==> src/sv/stok_pkg.sv <==
// stok_pkg: shared types, codes and character classes for the s-expression tokenizer
// no dependencies; used by sexpr_tokenizer_top and the testbench
`timescale 1ns / 1ps
`default_nettype none

package stok_pkg;

    localparam int MAX_TOKEN_BYTES = 1024;
    localparam int LEN_W           = $clog2(MAX_TOKEN_BYTES);
    localparam int LEN_LIMIT       = MAX_TOKEN_BYTES - 1;

    // result queue
    localparam int RQ_DEPTH  = 4;
    localparam int RQ_PTR_W  = $clog2(RQ_DEPTH);
    localparam int RQ_CNT_W  = $clog2(RQ_DEPTH + 1);
    localparam int MAX_RES   = 3;
    localparam int RES_CNT_W = $clog2(MAX_RES + 1);

    localparam logic [2:0] KIND_LPAREN = 3'd0;
    localparam logic [2:0] KIND_RPAREN = 3'd1;
    localparam logic [2:0] KIND_QUOTE  = 3'd2;
    localparam logic [2:0] KIND_SYMBOL = 3'd3;
    localparam logic [2:0] KIND_NUMBER = 3'd4;
    localparam logic [2:0] KIND_BOOL   = 3'd5;
    localparam logic [2:0] KIND_STRING = 3'd6;
    localparam logic [2:0] KIND_END    = 3'd7;

    localparam logic [2:0] ERR_NONE       = 3'd0;
    localparam logic [2:0] ERR_BAD_BOOL   = 3'd1;
    localparam logic [2:0] ERR_UNTERM_STR = 3'd2;
    localparam logic [2:0] ERR_UNEXPECTED = 3'd3;
    localparam logic [2:0] ERR_TOO_LONG   = 3'd4;

    localparam logic [7:0] CH_LF     = 8'h0A;
    localparam logic [7:0] CH_LPAREN = 8'h28;
    localparam logic [7:0] CH_RPAREN = 8'h29;
    localparam logic [7:0] CH_QUOTE  = 8'h27;
    localparam logic [7:0] CH_DQUOTE = 8'h22;
    localparam logic [7:0] CH_SEMI   = 8'h3B;
    localparam logic [7:0] CH_HASH   = 8'h23;
    localparam logic [7:0] CH_MINUS  = 8'h2D;
    localparam logic [7:0] CH_DOT    = 8'h2E;
    localparam logic [7:0] CH_SLASH  = 8'h2F;
    localparam logic [7:0] CH_T      = 8'h74;
    localparam logic [7:0] CH_F      = 8'h66;

    typedef enum logic [6:0] {
        MODE_IDLE    = 7'b0000001,
        MODE_COMMENT = 7'b0000010,
        MODE_HASH    = 7'b0000100,
        MODE_MINUS   = 7'b0001000,
        MODE_NUMBER  = 7'b0010000,
        MODE_SYMBOL  = 7'b0100000,
        MODE_STRING  = 7'b1000000
    } lex_mode_t;

    typedef struct packed {
        logic [2:0] kind;
        logic [7:0] text;
        logic       has;
        logic       tend;
        logic [2:0] err;
    } tok_res_t;

    function automatic tok_res_t mk_res(logic [2:0] kind, logic [7:0] text, logic has,
                                        logic tend, logic [2:0] err);
        tok_res_t r;
        r.kind = kind;
        r.text = text;
        r.has  = has;
        r.tend = tend;
        r.err  = err;
        return r;
    endfunction

    function automatic logic is_digit(logic [7:0] c);
        return c inside {[8'h30:8'h39]};
    endfunction

    function automatic logic is_alpha(logic [7:0] c);
        return c inside {[8'h61:8'h7A], [8'h41:8'h5A]};
    endfunction

    function automatic logic is_space(logic [7:0] c);
        return c inside {8'h20, [8'h09:8'h0D]};
    endfunction

    function automatic logic is_print(logic [7:0] c);
        return c inside {[8'h20:8'h7E]};
    endfunction

    // + - * / < = > ! ? _
    function automatic logic is_sym(logic [7:0] c);
        return c inside {8'h2B, 8'h2D, 8'h2A, 8'h2F, 8'h3C, 8'h3D, 8'h3E, 8'h21, 8'h3F, 8'h5F};
    endfunction

    function automatic logic continues(logic num, logic [7:0] c);
        logic r;
        if (num)
        begin
            r = is_digit(c) || (c == CH_DOT) || (c == CH_SLASH);
        end
        else
        begin
            r = is_alpha(c) || is_digit(c) || is_sym(c);
        end
        return r;
    endfunction

endpackage

`default_nettype wire

==> src/sv/stok_if.sv <==
// stok_if: valid/ready channel interfaces for source bytes and tokens
// standalone; used by sexpr_tokenizer_top
`timescale 1ns / 1ps
`default_nettype none

interface stok_char_if;
    logic       valid;
    logic       ready;
    logic [7:0] char_byte;
    logic       end_of_input;

    modport source (output valid, output char_byte, output end_of_input, input ready);
    modport sink   (input valid, input char_byte, input end_of_input, output ready);
endinterface

interface stok_token_if;
    logic       valid;
    logic       ready;
    logic [2:0] token_kind;
    logic [7:0] text_byte;
    logic       has_byte;
    logic       token_end;
    logic [2:0] error_code;

    modport source (output valid, output token_kind, output text_byte, output has_byte,
                    output token_end, output error_code, input ready);
    modport sink   (input valid, input token_kind, input text_byte, input has_byte,
                    input token_end, input error_code, output ready);
endinterface

`default_nettype wire

==> src/sv/sexpr_tokenizer_top.sv <==
// sexpr_tokenizer_top: streaming s-expression lexer, one source byte per input beat
// depends on stok_pkg and the channel interfaces in stok_if.sv
`timescale 1ns / 1ps
`default_nettype none

// Takes one source byte (or an end-of-input mark) per beat on char_in and emits token
// results on token_out, one result per beat. A byte is latched in an input register, lexed
// combinationally against the lexer mode and token length, and its zero to three results
// are written into a four-entry result queue that drains one result per cycle while
// token_out is ready. The input side takes a byte every cycle while each byte yields at most
// one result and token_out is ready; a byte that yields two or three results takes one output
// beat per result, and the input stalls while the queue holds more than one result. Tokens
// longer than MAX_TOKEN_BYTES-1 text bytes are cut with a too-long error.
module sexpr_tokenizer_top
    import stok_pkg::*;
(
    input  wire           clk,
    input  wire           rst_n,
    stok_char_if.sink     char_in,
    stok_token_if.source  token_out
);

    // input register
    logic       in_vld_reg;
    logic [7:0] in_byte_reg;
    logic       in_eoi_reg;
    logic       consume;
    logic       accept;

    // lexer state
    lex_mode_t        mode_reg, mode_next;
    logic [LEN_W-1:0] len_reg, len_next;

    // step results
    tok_res_t             step_res [MAX_RES];
    logic [RES_CNT_W-1:0] step_cnt;
    logic                 do_cont;
    logic                 do_idle;
    logic [2:0]           cont_kind;
    logic [7:0]           c;
    logic                 eoi;

    // result queue
    tok_res_t              rq_reg [RQ_DEPTH];
    logic [RQ_PTR_W-1:0]   wr_ptr_reg, rd_ptr_reg;
    logic [RQ_CNT_W-1:0]   cnt_reg, cnt_next;
    logic                  pop;

    assign consume       = in_vld_reg && (cnt_reg <= RQ_CNT_W'(1));
    assign char_in.ready = !in_vld_reg || consume;
    assign accept        = char_in.valid && char_in.ready;

    always_ff @(posedge clk or negedge rst_n)
    begin
        if (!rst_n)
        begin
            in_vld_reg <= 1'b0;
        end
        else if (accept)
        begin
            in_vld_reg <= 1'b1;
        end
        else if (consume)
        begin
            in_vld_reg <= 1'b0;
        end
    end

    always_ff @(posedge clk)
    begin
        if (accept)
        begin
            in_byte_reg <= char_in.char_byte;
            in_eoi_reg  <= char_in.end_of_input;
        end
    end

    assign c   = in_byte_reg;
    assign eoi = in_eoi_reg;

    always_comb
    begin
        mode_next = mode_reg;
        len_next  = len_reg;
        step_cnt  = '0;
        do_cont   = 1'b0;
        do_idle   = 1'b0;
        cont_kind = KIND_SYMBOL;
        for (int i = 0; i < MAX_RES; i++)
        begin
            step_res[i] = '0;
        end

        case (mode_reg)
            MODE_COMMENT:
            begin
                if (eoi)
                begin
                    mode_next = MODE_IDLE;
                    step_res[step_cnt] = mk_res(KIND_END, 8'h00, 1'b0, 1'b1, ERR_NONE);
                    step_cnt = step_cnt + 1'b1;
                end
                else if (c == CH_LF)
                begin
                    mode_next = MODE_IDLE;
                end
            end
            MODE_HASH:
            begin
                mode_next = MODE_IDLE;
                if (eoi)
                begin
                    step_res[step_cnt] = mk_res(KIND_BOOL, 8'h00, 1'b0, 1'b1, ERR_BAD_BOOL);
                    step_cnt = step_cnt + 1'b1;
                    step_res[step_cnt] = mk_res(KIND_END, 8'h00, 1'b0, 1'b1, ERR_NONE);
                    step_cnt = step_cnt + 1'b1;
                end
                else if (c == CH_T || c == CH_F)
                begin
                    step_res[step_cnt] = mk_res(KIND_BOOL, c, 1'b1, 1'b1, ERR_NONE);
                    step_cnt = step_cnt + 1'b1;
                end
                else
                begin
                    step_res[step_cnt] = mk_res(KIND_BOOL, c, 1'b1, 1'b1, ERR_BAD_BOOL);
                    step_cnt = step_cnt + 1'b1;
                end
            end
            MODE_MINUS:
            begin
                // the held minus is always the first text byte, so it never overflows
                len_next = LEN_W'(1);
                if (!eoi && is_digit(c))
                begin
                    mode_next = MODE_NUMBER;
                    step_res[step_cnt] = mk_res(KIND_NUMBER, CH_MINUS, 1'b1, 1'b0, ERR_NONE);
                    step_cnt = step_cnt + 1'b1;
                    if (len_next >= LEN_W'(LEN_LIMIT))
                    begin
                        step_res[step_cnt] = mk_res(KIND_NUMBER, 8'h00, 1'b0, 1'b1,
                                                    ERR_TOO_LONG);
                        step_cnt  = step_cnt + 1'b1;
                        mode_next = MODE_IDLE;
                        len_next  = '0;
                    end
                    else
                    begin
                        step_res[step_cnt] = mk_res(KIND_NUMBER, c, 1'b1, 1'b0, ERR_NONE);
                        step_cnt = step_cnt + 1'b1;
                        len_next = len_next + 1'b1;
                    end
                end
                else
                begin
                    mode_next = MODE_SYMBOL;
                    step_res[step_cnt] = mk_res(KIND_SYMBOL, CH_MINUS, 1'b1, 1'b0, ERR_NONE);
                    step_cnt  = step_cnt + 1'b1;
                    do_cont   = 1'b1;
                    cont_kind = KIND_SYMBOL;
                end
            end
            MODE_NUMBER:
            begin
                do_cont   = 1'b1;
                cont_kind = KIND_NUMBER;
            end
            MODE_SYMBOL:
            begin
                do_cont   = 1'b1;
                cont_kind = KIND_SYMBOL;
            end
            MODE_STRING:
            begin
                if (eoi)
                begin
                    mode_next = MODE_IDLE;
                    len_next  = '0;
                    step_res[step_cnt] = mk_res(KIND_STRING, 8'h00, 1'b0, 1'b1,
                                                ERR_UNTERM_STR);
                    step_cnt = step_cnt + 1'b1;
                    step_res[step_cnt] = mk_res(KIND_END, 8'h00, 1'b0, 1'b1, ERR_NONE);
                    step_cnt = step_cnt + 1'b1;
                end
                else if (c == CH_DQUOTE)
                begin
                    mode_next = MODE_IDLE;
                    len_next  = '0;
                    step_res[step_cnt] = mk_res(KIND_STRING, 8'h00, 1'b0, 1'b1, ERR_NONE);
                    step_cnt = step_cnt + 1'b1;
                end
                else if (is_print(c))
                begin
                    if (len_next >= LEN_W'(LEN_LIMIT))
                    begin
                        step_res[step_cnt] = mk_res(KIND_STRING, 8'h00, 1'b0, 1'b1,
                                                    ERR_TOO_LONG);
                        step_cnt  = step_cnt + 1'b1;
                        mode_next = MODE_IDLE;
                        len_next  = '0;
                    end
                    else
                    begin
                        step_res[step_cnt] = mk_res(KIND_STRING, c, 1'b1, 1'b0, ERR_NONE);
                        step_cnt = step_cnt + 1'b1;
                        len_next = len_next + 1'b1;
                    end
                end
                else
                begin
                    mode_next = MODE_IDLE;
                    len_next  = '0;
                    step_res[step_cnt] = mk_res(KIND_STRING, 8'h00, 1'b0, 1'b1,
                                                ERR_UNTERM_STR);
                    step_cnt = step_cnt + 1'b1;
                end
            end
            default:
            begin
                mode_next = MODE_IDLE;
                len_next  = '0;
                if (eoi)
                begin
                    step_res[step_cnt] = mk_res(KIND_END, 8'h00, 1'b0, 1'b1, ERR_NONE);
                    step_cnt = step_cnt + 1'b1;
                end
                else
                begin
                    do_idle = 1'b1;
                end
            end
        endcase

        // extend a number or symbol (cut when full), or close it and relex the byte from idle
        if (do_cont)
        begin
            if (!eoi && continues(cont_kind == KIND_NUMBER, c))
            begin
                if (len_next >= LEN_W'(LEN_LIMIT))
                begin
                    step_res[step_cnt] = mk_res(cont_kind, 8'h00, 1'b0, 1'b1, ERR_TOO_LONG);
                    step_cnt  = step_cnt + 1'b1;
                    mode_next = MODE_IDLE;
                    len_next  = '0;
                end
                else
                begin
                    step_res[step_cnt] = mk_res(cont_kind, c, 1'b1, 1'b0, ERR_NONE);
                    step_cnt = step_cnt + 1'b1;
                    len_next = len_next + 1'b1;
                end
            end
            else
            begin
                step_res[step_cnt] = mk_res(cont_kind, 8'h00, 1'b0, 1'b1, ERR_NONE);
                step_cnt  = step_cnt + 1'b1;
                mode_next = MODE_IDLE;
                len_next  = '0;
                if (eoi)
                begin
                    step_res[step_cnt] = mk_res(KIND_END, 8'h00, 1'b0, 1'b1, ERR_NONE);
                    step_cnt = step_cnt + 1'b1;
                end
                else
                begin
                    do_idle = 1'b1;
                end
            end
        end

        if (do_idle)
        begin
            mode_next = MODE_IDLE;
            len_next  = '0;
            if (is_space(c))
            begin
                mode_next = MODE_IDLE;
            end
            else if (c == CH_LPAREN)
            begin
                step_res[step_cnt] = mk_res(KIND_LPAREN, 8'h00, 1'b0, 1'b1, ERR_NONE);
                step_cnt = step_cnt + 1'b1;
            end
            else if (c == CH_RPAREN)
            begin
                step_res[step_cnt] = mk_res(KIND_RPAREN, 8'h00, 1'b0, 1'b1, ERR_NONE);
                step_cnt = step_cnt + 1'b1;
            end
            else if (c == CH_QUOTE)
            begin
                step_res[step_cnt] = mk_res(KIND_QUOTE, 8'h00, 1'b0, 1'b1, ERR_NONE);
                step_cnt = step_cnt + 1'b1;
            end
            else if (c == CH_SEMI)
            begin
                mode_next = MODE_COMMENT;
            end
            else if (c == CH_HASH)
            begin
                mode_next = MODE_HASH;
            end
            else if (c == CH_MINUS)
            begin
                mode_next = MODE_MINUS;
            end
            else if (c == CH_DQUOTE)
            begin
                mode_next = MODE_STRING;
            end
            else if (is_digit(c) || is_alpha(c) || is_sym(c))
            begin
                // first text byte of a fresh token always fits
                mode_next = is_digit(c) ? MODE_NUMBER : MODE_SYMBOL;
                step_res[step_cnt] = mk_res(is_digit(c) ? KIND_NUMBER : KIND_SYMBOL, c, 1'b1,
                                            1'b0, ERR_NONE);
                step_cnt = step_cnt + 1'b1;
                len_next = LEN_W'(1);
            end
            else
            begin
                step_res[step_cnt] = mk_res(KIND_LPAREN, c, 1'b1, 1'b1, ERR_UNEXPECTED);
                step_cnt = step_cnt + 1'b1;
            end
        end
    end

    always_ff @(posedge clk or negedge rst_n)
    begin
        if (!rst_n)
        begin
            mode_reg <= MODE_IDLE;
            len_reg  <= '0;
        end
        else if (consume)
        begin
            mode_reg <= mode_next;
            len_reg  <= len_next;
        end
    end

    // result queue, one result per output beat
    assign pop      = token_out.valid && token_out.ready;
    assign cnt_next = cnt_reg + (consume ? RQ_CNT_W'(step_cnt) : RQ_CNT_W'(0))
                      - RQ_CNT_W'(pop);

    always_ff @(posedge clk or negedge rst_n)
    begin
        if (!rst_n)
        begin
            wr_ptr_reg <= '0;
            rd_ptr_reg <= '0;
            cnt_reg    <= '0;
        end
        else
        begin
            cnt_reg <= cnt_next;
            if (consume)
            begin
                wr_ptr_reg <= wr_ptr_reg + RQ_PTR_W'(step_cnt);
            end
            if (pop)
            begin
                rd_ptr_reg <= rd_ptr_reg + 1'b1;
            end
        end
    end

    always_ff @(posedge clk)
    begin
        for (int i = 0; i < MAX_RES; i++)
        begin
            if (consume && (RES_CNT_W'(i) < step_cnt))
            begin
                rq_reg[wr_ptr_reg + RQ_PTR_W'(i)] <= step_res[i];
            end
        end
    end

    assign token_out.valid      = (cnt_reg != '0);
    assign token_out.token_kind = rq_reg[rd_ptr_reg].kind;
    assign token_out.text_byte  = rq_reg[rd_ptr_reg].text;
    assign token_out.has_byte   = rq_reg[rd_ptr_reg].has;
    assign token_out.token_end  = rq_reg[rd_ptr_reg].tend;
    assign token_out.error_code = rq_reg[rd_ptr_reg].err;

endmodule

`default_nettype wire

==> src/flat_wrapper.sv <==
// flat-port wrapper written by rule: the top's interface ports become plain ports
module sexpr_tokenizer_top_flat import stok_pkg::*;
  (clk, rst_n, char_in_valid, char_in_char_byte, char_in_end_of_input, char_in_ready, token_out_valid, token_out_token_kind, token_out_text_byte, token_out_has_byte, token_out_token_end, token_out_error_code, token_out_ready);
  stok_char_if char_in_i ();
  stok_token_if token_out_i ();
  input  wire clk;
  input  wire rst_n;
  input wire logic [$bits(char_in_i.valid)-1:0] char_in_valid;
  input wire logic [$bits(char_in_i.char_byte)-1:0] char_in_char_byte;
  input wire logic [$bits(char_in_i.end_of_input)-1:0] char_in_end_of_input;
  output wire logic [$bits(char_in_i.ready)-1:0] char_in_ready;
  output wire logic [$bits(token_out_i.valid)-1:0] token_out_valid;
  output wire logic [$bits(token_out_i.token_kind)-1:0] token_out_token_kind;
  output wire logic [$bits(token_out_i.text_byte)-1:0] token_out_text_byte;
  output wire logic [$bits(token_out_i.has_byte)-1:0] token_out_has_byte;
  output wire logic [$bits(token_out_i.token_end)-1:0] token_out_token_end;
  output wire logic [$bits(token_out_i.error_code)-1:0] token_out_error_code;
  input wire logic [$bits(token_out_i.ready)-1:0] token_out_ready;
  assign char_in_i.valid = char_in_valid;
  assign char_in_i.char_byte = char_in_char_byte;
  assign char_in_i.end_of_input = char_in_end_of_input;
  assign char_in_ready = char_in_i.ready;
  assign token_out_valid = token_out_i.valid;
  assign token_out_token_kind = token_out_i.token_kind;
  assign token_out_text_byte = token_out_i.text_byte;
  assign token_out_has_byte = token_out_i.has_byte;
  assign token_out_token_end = token_out_i.token_end;
  assign token_out_error_code = token_out_i.error_code;
  assign token_out_i.ready = token_out_ready;
  sexpr_tokenizer_top u_core (.clk(clk), .rst_n(rst_n), .char_in(char_in_i), .token_out(token_out_i));
endmodule
==> config.mk <==
export PLATFORM = sky130hd
export DESIGN_NAME = sexpr_tokenizer_top_flat
export DESIGN_NICKNAME = d
export VERILOG_FILES = /design/src/sv/stok_pkg.sv /design/src/sv/stok_if.sv /design/src/sv/sexpr_tokenizer_top.sv /design/src/flat_wrapper.sv
export SDC_FILE = /design/constraint.sdc
export NUM_CORES = 1
export LEC_CHECK = 0
export ABC_AREA = 1
export BUFFER_PORTS_ARGS = -buffer_cell sky130_fd_sc_hd__buf_4
export CAP_MARGIN = 40
export CORE_UTILIZATION = 45
export DETAILED_ROUTE_END_ITERATION = 12
export GPL_TIMING_DRIVEN = 0
export PLACE_DENSITY = 0.72
export SLEW_MARGIN = 20
export SYNTH_ARGS = -nofsm -noshare
export SYNTH_HDL_FRONTEND = slang
export SYNTH_SLANG_ARGS = --single-unit
==> constraint.sdc <==
create_clock -name clk -period 9.3 [get_ports clk]
set_input_delay 0.93 -clock clk [delete_from_list [all_inputs] [get_ports clk]]
set_output_delay 0.93 -clock clk [all_outputs]
set_load 0.02 [all_outputs]
# Yosys cells after proc, flatten, opt, wreduce, memory -nomap -nowiden
# Memory sizes are Yosys's and may differ from the RTL's.
# Cells that the tools add are included.
# totals
word_cells	231
output_inout_bits	18
memories	1
register_bits	34
inputBits	13
ram_bits	64
# op_classes
n_bitwise	15
eq_ne	28
muxes	113
reduce_logical	33
order_cmp	22
add_sub_neg	11
# memory_table
memory	words	word_bits	rd	rd_clocked_by_memory_dff	wr	line	rtl
u_core.rq_reg	4	16	1	0	3	sexpr_tokenizer_top.sv:44	tok_res_t rq_reg [RQ_DEPTH];
# op_table
cell	n
$mux 48	14
$bwmux 48	5
$mux 10	16
$eq 8x6->1 const B	17
$mux 7	19
$mux 16	8
$demux 16 s2	3
$and 42x42->42	2
$not 42->42	2
$pmux 16 s4	1
$and 45x45->45	1
$not 45->45	1
$mux 13	3
$and 36x36->36	1
$not 36->36	1
$mux 2	16
$pmux 16 s2	1
$pmux 10 s3	1
$pmux 7 s4	1
$eq 8x7->1 const B	3
$le 8x7->1 const B	3
$add 10x1->10 const B	2
$ge 10x10->1 const B	2
$mux 1	19
other kinds (40)	80

# Depth between registers and ports, before layout
# Gate-level depths: netlist (run 1).
# logic_depth
word_depth	27
depth_mapped	29
depth_no_buf	28

# Worst setup path after synthesis (run 1)
# No wires, ideal clock.
# synth_timing
path_type	reg2reg
from	register u_core.in_byte_reg[7] (netlist: u_core.c[7])
to	memory u_core.rq_reg[0][0] in the netlist's numbering (enable)
required_ns	8.889
stages_incl_launch_ff	20
period_less_slack_ns	4.552
arrival_time_ns	4.141
path_slack_ns	4.748
setup_time_ns	0.411
path_buffers	0
cell_sequence	edfxtp_1 > inv_2 > nand2_4 > nor2_4 > nand2_4 > nor2_2 > inv_2 > nor2_8 > inv_2 > nand2_4 > nor2_4 > o21ai_2 > inv_1 > ha_1 > a31oi_4 > inv_2 > ha_1 > o21ai_0 > o21ai_0 > o21ai_0
# synth_lines
item	line	rtl
from (decl)	sexpr_tokenizer_top.sv:25	logic [7:0] in_byte_reg;
from (signal assigned)	sexpr_tokenizer_top.sv:73	in_byte_reg <= char_in.char_byte;
to (decl)	sexpr_tokenizer_top.sv:44	

==> results of run 1 <==
==> worst max-delay path by stage <==
stage,end,cells past startpoint
after floorplan,u_core.rq_reg[0][0],19
after CTS,u_core.rq_reg[2][1],27
after global routing,u_core.rq_reg[2][0],27
after detailed placement,u_core.rq_reg[2][1],27
after global placement,u_core.rq_reg[0][10],19
final,u_core.rq_reg[2][1],27
==> power by group through the flow <==
stage,Sequential [mW],Combinational (mW),Clock (mW)
final,0.734,1.87,0.393
after global routing,0.743,2.07,0.415
after CTS,0.733,1.84,0.398
after detailed placement,0.743,1.83,0
after global placement,0.746,1.79,0
after floorplan,0.726,1.29,0
==> cells in the mapped netlist, types with 12 or more instances <==
| master | number | area [sq um] |
|---|---|---|
| a21oi_1 | 28 | 140 |
| buf_2 | 15 | 75.1 |
| clkbuf_1 | 12 | 45.0 |
| dfrtp_1 | 24 | 601 |
| edfxtp_1 | 73 | 2190 |
| ha_1 | 14 | 175 |
| inv_1 | 95 | 357 |
| inv_2 | 13 | 48.8 |
| nand2_1 | 482 | 1810 |
| nand3_1 | 86 | 430 |
| nand4_1 | 21 | 131 |
| nor2_1 | 132 | 495 |
| o21ai_0 | 97 | 485 |
| o22ai_1 | 21 | 131 |
| xor2_1 | 12 | 105 |
==> final cells by class <==
type / count / area share (%)
multi-input cells: 1002 / 53.2
flip-flops and latches: 98 / 30.6
inverters: 111 / 4.56
well taps: 229 / 3.11
repair buffers: 34 / 2.94
clock buffers: 12 / 2.68
plain buffers: 40 / 2.28
clock inverters: 4 / 0.571
==> logic make-up after synthesis <==
logic type	after synthesis	share of synthesized area (%)
AO/OA/AOI/OAI	182	12.4
multiplexers	1	0.120
buffers and inverters	151	7.56
AND/OR/NAND/NOR	790	42.2
XOR/XNOR	14	1.47
adder cells (fa/ha/maj)	15	2.34
flip-flops	98	33.9
==> layout by cell type, fill, tap and decap left out, drive strengths merged, types with 6 or more instances in the layout <==
master  count
nand2     500
o22ai      21
nor3       14
edfxtp     73
dfrtp      24
clkbuf     24
o21ai     109
buf        62
nor2      155
nand4      28
xor2       12
o211ai      6
a21oi      29
nand3      88
ha         14
inv       110
==> metrics by stage <==
stage / worst slack, ns / utilization [%] / instance area (sq um) / total power [mW] / std cells
final: 4.26 / 51.0 / 9200 / 2.99 / 1530
after global routing: 3.96 / 51.0 / 9200 / 3.23 / 1530
after CTS: 4.43 / 51.0 / 9200 / 2.97 / 1530
after detailed placement: 4.48 / 49.4 / 8900 / 2.58 / 1514
after global placement: 3.20 / 49.0 / 8840 / 2.53 / 1510
after floorplan: 4.75 / - / 8330 / 2.01 / 1251
==> metal layers <==
| layer | track usage, % | share of wire, % |
|---|---|---|
| met3 | 3.71 | 5.6 |
| met5 | 0 | 0 |
| met4 | 8.73 | 2.7 |
| met1 | 38.5 | 45 |
| met2 | 47.1 | 46 |
==> results.py, run 1 <==
metrics = {
    "worst_setup_path": {
        "reg2reg_from": "u_core.c[7]",
        "path_delay_family": "simple AND/OR/NAND/NOR gates",
        "critPathMaxFanout": 9,
        "reg2reg_slack_ns": 4.26,
        "cp_num_buf_inv": 8,
        "ff2ff_path_depth": 27,
        "critPathKind": "flop to flop",
        "start_kind": "flop",
        "rr_endpoint": "u_core.rq_reg[2][1]",
        "cpPeakStageDelay_ns": 0.49,
        "crit_required_ns": 9.53,
        "end_kind": "flop",
        "crit_arrival_ns": 5.28,
        "startpoint": "u_core.c[7]",
        "slowest_stage": "edfxtp_1",
    },
    "sta": {
        "skew_ns": 0.0140,
        "slew_violations": 0,
        "rsz0062_at_grt": "no",
        "slew_headroom_pct": 45.9,
        "min_period_ns": 5.04,
        "min_period_over_period_pct": 54.2,
        "hold_viol": 0,
        "setup_viol": 0,
        "timing.hold.ws_ns": 0.451,
        "fmax_mhz": 198,
        "worst_slew_pin_slew_ns": 0.803,
        "finalSetupTns_ns": 0,
    },
    "cells_and_area": {
        "diodes": 0,
        "num-fill-cells": 1857,
        "area_delta_synth_final_pct": 10.5,
        "nNetsFinal": 1324,
        "final-seq-area_sq_mm": 0.00282,
        "multi_input_area_sq_mm": 0.00490,
        "drive_above_1_share_pct": 11.9,
        "largest_reg_flops": 64,
    },
    "synthesis": {
        "avgSynthCellArea_sq_um": 6.66,
        "yosysUniqueCellTypes": 54,
        "ys.flop_type": "edfxtp_1",
        "syn-num-nets": 1279,
        "synth_area_sq_mm": 0.00833,
        "ys_ff_latch": 98,
        "postSynthCellCount": 1251,
        "synth.yosys.seq_area_share_pct": 33.9,
        "async_reset_ff_share_pct": 25.5,
        "synth_edf_count": 73,
        "yosys_warnings": 0,
    },
    "route": {
        "routed_via_density": 5.56,
        "wirelength_um": 26800,
        "drtAntennaViolNets": 0,
        "wl_per_cell_um": 17.5,
        "drt_first_pass_iters": 7,
        "via_count": 8510,
        "drt_iter0_drc": 792,
        "drc": 0,
    },
    "clock_network": {
        "cts_tree": "built",
        "hold_buffers": 0,
        "htreeDepth": 3,
        "cts_setup_buffers": 0,
        "cts_made_buffers": 9,
        "post_cts_resized": 0,
        "clkTransAtPathRegs_ns": 0.08,
        "root_buffer": "clkbuf_16",
        "cts.sinks": 98,
        "clk_latency_ns": 0.36,
        "clock_path_buffers": 2,
    },
    "grt": {
        "grt_max_degree": 26,
        "grt.total_usage_pct": 28.4,
        "grt_remaining_overflow": 0,
        "grt_pass1_wl_um": 43200,
        "antenna_found_initial": 0,
        "first_global_vias": 7937,
    },
    "die": {
        "die_y_um": 138,
        "num_rows": 49,
        "start_util_pct": 46.2,
        "core_area_sq_mm": 0.0180,
        "die_w_um": 138,
        "ios": 31,
        "die_area_sq_mm": 0.0190,
    },
    "power": {
        "p_leak_nw": 4.33,
        "sw_frac_of_total_pct": 51.7,
        "comb_power_share_pct": 62.3,
        "seqPwrFrac_pct": 24.5,
        "cellPowerDensity_mw_per_mm2": 325,
        "vdd.ir_drop.worst_mv": 0.184,
        "p_int_mw": 1.44,
        "p_switching_mw": 1.55,
        "p_clk_share_pct": 13.1,
    },
    "status": {
        "status": "completed",
    },
    "run": {
        "max-cap-violations": 0,
    },
    "placed_design": {
        "place_congestion": 0.977,
        "port-buffer-count": 30,
        "dp_hpwl_um": 21400,
    },
    "worst_hold_path": {
        "hold_class": "input port to asynchronous set/reset pin",
    },
}
(Power assumes the default switching activity.)
==> run 2: changes to the inputs <==
==> constraint.sdc (replaced) <==
create_clock -name clk -period 5.15 [get_ports clk]
set_input_delay 0.515 -clock clk [delete_from_list [all_inputs] [get_ports clk]]
set_output_delay 0.515 -clock clk [all_outputs]
set_load 0.02 [all_outputs]
==> results.py, run 2 (synthesis gave the netlist of run 1 again) <==
metrics = {
    "worst_setup_path": {
        "crit_required_ns": 5.21,
        "critPathKind": "flop to flop",
        "crit_arrival_ns": 4.95,
        "end_kind": "flop",
        "critPathMaxFanout": 13,
        "start_kind": "flop",
    },
    "grt": {
        "grt_pass1_wl_um": 43200,
        "first_global_vias": 7937,
        "use_met1_pct": 38.5,
        "antenna_found_initial": 0,
        "grt_use_met3_pct": 3.71,
        "grt_max_degree": 26,
        "busiest_layer": "met2",
        "grt.total_usage_pct": 28.4,
        "grt_remaining_overflow": 0,
        "grtUsageMet2_pct": 47.1,
    },
    "power": {
        "cellPowerDensity_mw_per_mm2": 588,
        "p_switching_mw": 2.80,
        "p_int_mw": 2.63,
        "finalPower_mw": 5.43,
        "vdd.ir_drop.worst_mv": 0.332,
        "sw_frac_of_total_pct": 51.5,
        "comb_power_share_pct": 62.6,
        "seqPwrFrac_pct": 24.4,
        "p_leak_nw": 4.35,
        "p_clk_share_pct": 13.0,
    },
    "die": {
        "ios": 31,
        "die_y_um": 138,
        "die_w_um": 138,
        "start_util_pct": 46.2,
        "core_area_sq_mm": 0.0180,
        "die_area_sq_mm": 0.0190,
        "num_rows": 49,
    },
    "clock_network": {
        "hold_buffers": 0,
        "clkTransAtPathRegs_ns": 0.07,
        "cts_made_buffers": 9,
        "root_buffer": "clkbuf_16",
        "cts.sinks": 98,
        "clock_path_buffers": 2,
        "cts_tree": "built",
        "htreeDepth": 3,
        "clk_latency_ns": 0.36,
    },
    "route": {
        "routed_via_density": 5.52,
        "wl_per_cell_um": 17.4,
        "via_count": 8475,
        "drt_first_pass_iters": 7,
        "drc": 0,
        "drt_iter0_drc": 817,
        "drtAntennaViolNets": 0,
        "wirelength_um": 26700,
    },
    "cells_and_area": {
        "nNetsFinal": 1328,
        "layout_commonest_cell": "nand2_1",
        "multi_input_area_sq_mm": 0.00490,
        "diodes": 0,
        "largest_reg_flops": 64,
        "final_cell_mix": "nand2_1, nor2_1, inv_1, o21ai_0, nand3_1",
        "num-fill-cells": 1854,
        "final-seq-area_sq_mm": 0.00282,
        "drive_above_1_share_pct": 12.2,
        "area_delta_synth_final_pct": 10.9,
        "instances_no_fill": 1534,
    },
    "sta": {
        "min_period_ns": 4.89,
        "slew_headroom_pct": 46.6,
        "hold_viol": 0,
        "rsz0062_at_grt": "no",
        "fmax_mhz": 204,
        "skew_ns": 0.0146,
        "worst_slew_pin_slew_ns": 0.793,
        "slew_violations": 0,
        "setup_viol": 0,
        "min_period_over_period_pct": 95.0,
    },
    "status": {
        "status": "completed",
    },
    "placed_design": {
        "place_congestion": 0.977,
        "placed_cells": 1514,
        "port-buffer-count": 30,
        "dp_hpwl_um": 21400,
    },
    "worst_hold_path": {
        "hold_class": "input port to asynchronous set/reset pin",
    },
    "run": {
        "max-cap-violations": 0,
    },
}
-- run 2: cell count changes in the layout (fill, tap and decap cells not counted) --
cell     before  now
buf_4        37   41
o21ai_1       9   10
o21ai_0      93   92
-- run 2: power groups by stage --
stage	logic [mW]	registers, mW	clock network, mW
after floorplan	2.32	1.31	0
after global placement	3.23	1.35	0
after detailed placement	3.31	1.34	0
after CTS	3.32	1.32	0.719
after global routing	3.77	1.34	0.750
final	3.40	1.33	0.704
-- run 2: worst max-delay path, stage by stage, from the launching register on --
cell and delay (ns):
edfxtp_1 0.48, inv_2 0.22, nand2_4 0.11, nor2_4 0.16, nand2_4 0.15, nor2_2 0.13
inv_2 0.08, nor2_8 0.18, inv_2 0.14, nand2_4 0.12, nor2_4 0.05, o21ai_2 0.19
inv_1 0.11, ha_1 0.34, a31oi_4 0.24, inv_2 0.09, ha_1 0.34, nand4_4 0.20
nand4_2 0.33, nor2_2 0.37, nor2_1 0.12, o21ai_2 0.15, buf_6 0.24
-- run 2: final timing paths --
path | startpoint | endpoint | slack [ns] | cells after the start
min in group clk | char_in_char_byte[0] | u_core.c[0] | 0.32 | 1
worst min-delay path | rst_n | u_core.mode_reg[2] | 0.04 | 1
worst max register to register | u_core.c[7] | u_core.rq_reg[0][12] | 0.26 | 22
worst max-delay path | u_core.c[7] | u_core.rq_reg[0][12] | 0.26 | 22
max in group asynchronous | rst_n | u_core.mode_reg[0] | 4.81 | 1
worst min register to register | u_core.cnt_reg[2] | u_core.cnt_reg[2] | 0.47 | 1
-- run 2: cell type report --
type | instances | area share [%]
buffer | 40 | 2.28
clock inverter | 4 | 0.569
timing repair buffer | 38 | 3.25
sequential | 98 | 30.5
tap | 229 | 3.10
inverter | 111 | 4.54
multi-input combinational | 1002 | 53.0
clock buffer | 12 | 2.67
-- run 2: per-stage QoR --
stage               setup WS [ns]  cell area, sq um  setup TNS [ns]  utilization (%)  hold slack (ns)
floorplan                   0.598              8330               0                -            0.219
global placement           -0.951              8840          -50.76             49.0            0.438
detailed placement          0.329              8900               0             49.4            0.443
CTS                         0.283              9200               0             51.0           0.0594
global route               0.0117              9230               0             51.2           0.0758
finish                      0.259              9230               0             51.2           0.0387
-- run 2: routing by layer --
layer  routed length (um)  vias to the layer above  part of all wire, %
met3                 1570                       44                  5.9
met5                    0                        -                    0
li1                     -                     4208                    -
met1                12100                     3896                   45
met2                12400                      327                   47
met4                  670                        0                  2.5
-- run 2: repair_timing --
| action | in CTS | in global routing |
|---|---|---|
| resized for setup | 0 | 1 |
| setup endpoints to repair | 0 | 18 |
| buffers inserted | 0 | 4 |
==> run 3: changes to the inputs <==
==> constraint.sdc (replaced) <==
create_clock -name clk -period 4.67 [get_ports clk]
set_input_delay 0.467 -clock clk [delete_from_list [all_inputs] [get_ports clk]]
set_output_delay 0.467 -clock clk [all_outputs]
set_load 0.02 [all_outputs]
==> results.py, run 3 (synthesis gave the netlist of run 1 again) <==
metrics = {
    "power": {
        "cellPowerDensity_mw_per_mm2": 653,
        "p_switching_mw": 3.15,
        "comb_power_share_pct": 63.6,
        "p_clk_share_pct": 12.7,
        "seqPwrFrac_pct": 23.7,
        "vdd.ir_drop.worst_mv": 0.400,
        "p_leak_nw": 4.43,
        "sw_frac_of_total_pct": 51.2,
        "p_int_mw": 3.00,
    },
    "worst_hold_path": {
        "hold_class": "input port to asynchronous set/reset pin",
    },
    "placed_design": {
        "port-buffer-count": 30,
        "placedInstanceArea_sq_mm": 0.00890,
        "dp_hpwl_um": 21400,
        "place_congestion": 0.977,
        "place_ws_ns": -0.151,
    },
    "worst_setup_path": {
        "reg2reg_slack_ns": 0.14,
        "start_kind": "flop",
        "slowest_stage": "edfxtp_1",
        "critPathMaxFanout": 10,
        "crit_arrival_ns": 4.60,
        "critPathKind": "flop to flop",
        "cpPeakStageDelay_ns": 0.43,
        "crit_required_ns": 4.73,
        "end_kind": "flop",
        "crit_top_cell": "inv_2",
        "cp_cell_sequence": "inv_2, nand2_4, nor2_4, nand2_4, nor2_2, inv_2, nor2_8, inv_2, nand2_4, nor2_4, o21ai_4, inv_1, ha_1, a31oi_4, inv_2, ha_2, nand4_4, nand3_4, nor2_4, buf_4, nor2_1, o21ai_2, buf_6",
    },
    "clock_network": {
        "clk_latency_ns": 0.36,
        "cts_tree": "built",
        "hold_buffers": 0,
        "clock_path_buffers": 2,
        "cts.sinks": 98,
        "root_buffer": "clkbuf_16",
        "cts_made_buffers": 9,
        "clkTransAtPathRegs_ns": 0.08,
        "htreeDepth": 3,
    },
    "cells_and_area": {
        "area_delta_synth_final_pct": 13.0,
        "largest_reg_flops": 64,
        "drive_above_1_share_pct": 13.7,
        "stdcell_area_sq_mm": 0.00941,
        "layout_commonest_cell": "nand2_1",
        "nNetsFinal": 1343,
        "diodes": 0,
        "final_cell_mix": "nand2_1, nor2_1, inv_1, o21ai_0, nand3_1",
    },
    "route": {
        "routed-wl-met3_um": 1680,
        "drc": 0,
        "drt_first_pass_iters": 5,
        "drtAntennaViolNets": 0,
        "drt_iter0_drc": 708,
        "wirelength_um": 27200,
        "via_count": 8530,
        "wl_met1_um": 12100,
        "routed_via_density": 5.51,
        "wl_per_cell_um": 17.6,
        "highest-signal-layer": "met4",
        "route.met2.wl_um": 12800,
    },
    "sta": {
        "timing.hold.ws_ns": -0.00833,
        "hold_viol": 2,
        "skew_ns": 0.0138,
        "timing.final.ws_setup_ns": 0.135,
        "slew_headroom_pct": 49.0,
        "slew_violations": 0,
        "min_period_over_period_pct": 97.1,
        "worst_slew_pin_slew_ns": 0.757,
        "setup_viol": 0,
        "fmax_mhz": 221,
        "min_period_ns": 4.53,
    },
    "die": {
        "core_area_sq_mm": 0.0180,
        "die_w_um": 138,
        "die_area_sq_mm": 0.0190,
        "die_y_um": 138,
        "ios": 31,
        "num_rows": 49,
        "start_util_pct": 46.2,
    },
    "grt": {
        "first_global_vias": 7974,
        "grt_pass1_wl_um": 43400,
        "antenna_found_initial": 0,
        "grt_remaining_overflow": 0,
        "grt_max_degree": 26,
        "grt.total_usage_pct": 28.5,
    },
    "status": {
        "status": "finished, violations left",
        "violations": "negative hold slack",
    },
    "run": {
        "max-cap-violations": 0,
    },
}
[run 3: per-layer routing]
metal,vias up,track usage (%)
met1,3934,38.7
met3,39,3.88
li1,4231,-
met2,326,47.2
met5,-,0
met4,0,8.79
[run 3: layout make-up]
cell class	instances	area, sq um
Multi-Input combinational cell	1002	4950
Inverter	111	422
Timing Repair Buffer	54	424
Sequential cell	98	2820
Clock buffer	12	246
Tap cell	229	287
Fill cell	1840	8610
Clock inverter	4	52.6
Buffer	39	209
[run 3: critical path: cells and delay by family (launching register included)]
kind | cells | cell delay [ns]
adder cells (fa/ha/maj) | 2 | 0.64
buffers and inverters | 7 | 0.97
AND/OR/NAND/NOR | 11 | 1.61
flip-flops | 1 | 0.43
AO/OA/AOI/OAI | 3 | 0.57
[run 3: timing repair]
| item | CTS | global route |
|---|---|---|
| gates cloned | 0 | 1 |
| resized for setup | 2 | 17 |
| setup endpoints to repair | 73 | 124 |
| setup buffers | 3 | 16 |
| pin swaps | 1 | 7 |
[run 3: power groups by stage]
stage | clock network [mW] | logic, mW | registers, mW
floorplan | 0 | 2.56 | 1.45
global placement | 0 | 3.56 | 1.48
detailed placement | 0 | 3.65 | 1.48
CTS | 0.793 | 3.69 | 1.46
global route | 0.827 | 4.32 | 1.48
finish | 0.781 | 3.91 | 1.46
[run 3: path summary, 6_finish.rpt]
path | from | to | cells after the start
min | rst_n | u_core.mode_reg[2] | 1
max reg2reg | u_core.c[6] | u_core.rq_reg[3][12] | 23
min reg2reg | u_core.cnt_reg[2] | u_core.cnt_reg[2] | 1
min in group clk | char_in_char_byte[0] | u_core.c[0] | 1
max | u_core.c[6] | u_core.rq_reg[3][12] | 23
max in group asynchronous | rst_n | u_core.mode_reg[0] | 1
[run 3: through the flow]
stage               cells  power, mW  hold slack, ns  util [%]  TNS (ns)
finish               1549       6.15        -0.00833      52.2         0
global route         1549       6.62          0.0278      52.2    -0.194
CTS                  1533       5.94          0.0114      51.2         0
detailed placement   1514       5.13           0.395      49.4     -4.36
global placement     1510       5.05           0.390      49.0    -82.93
floorplan            1251       4.01           0.171         -         0
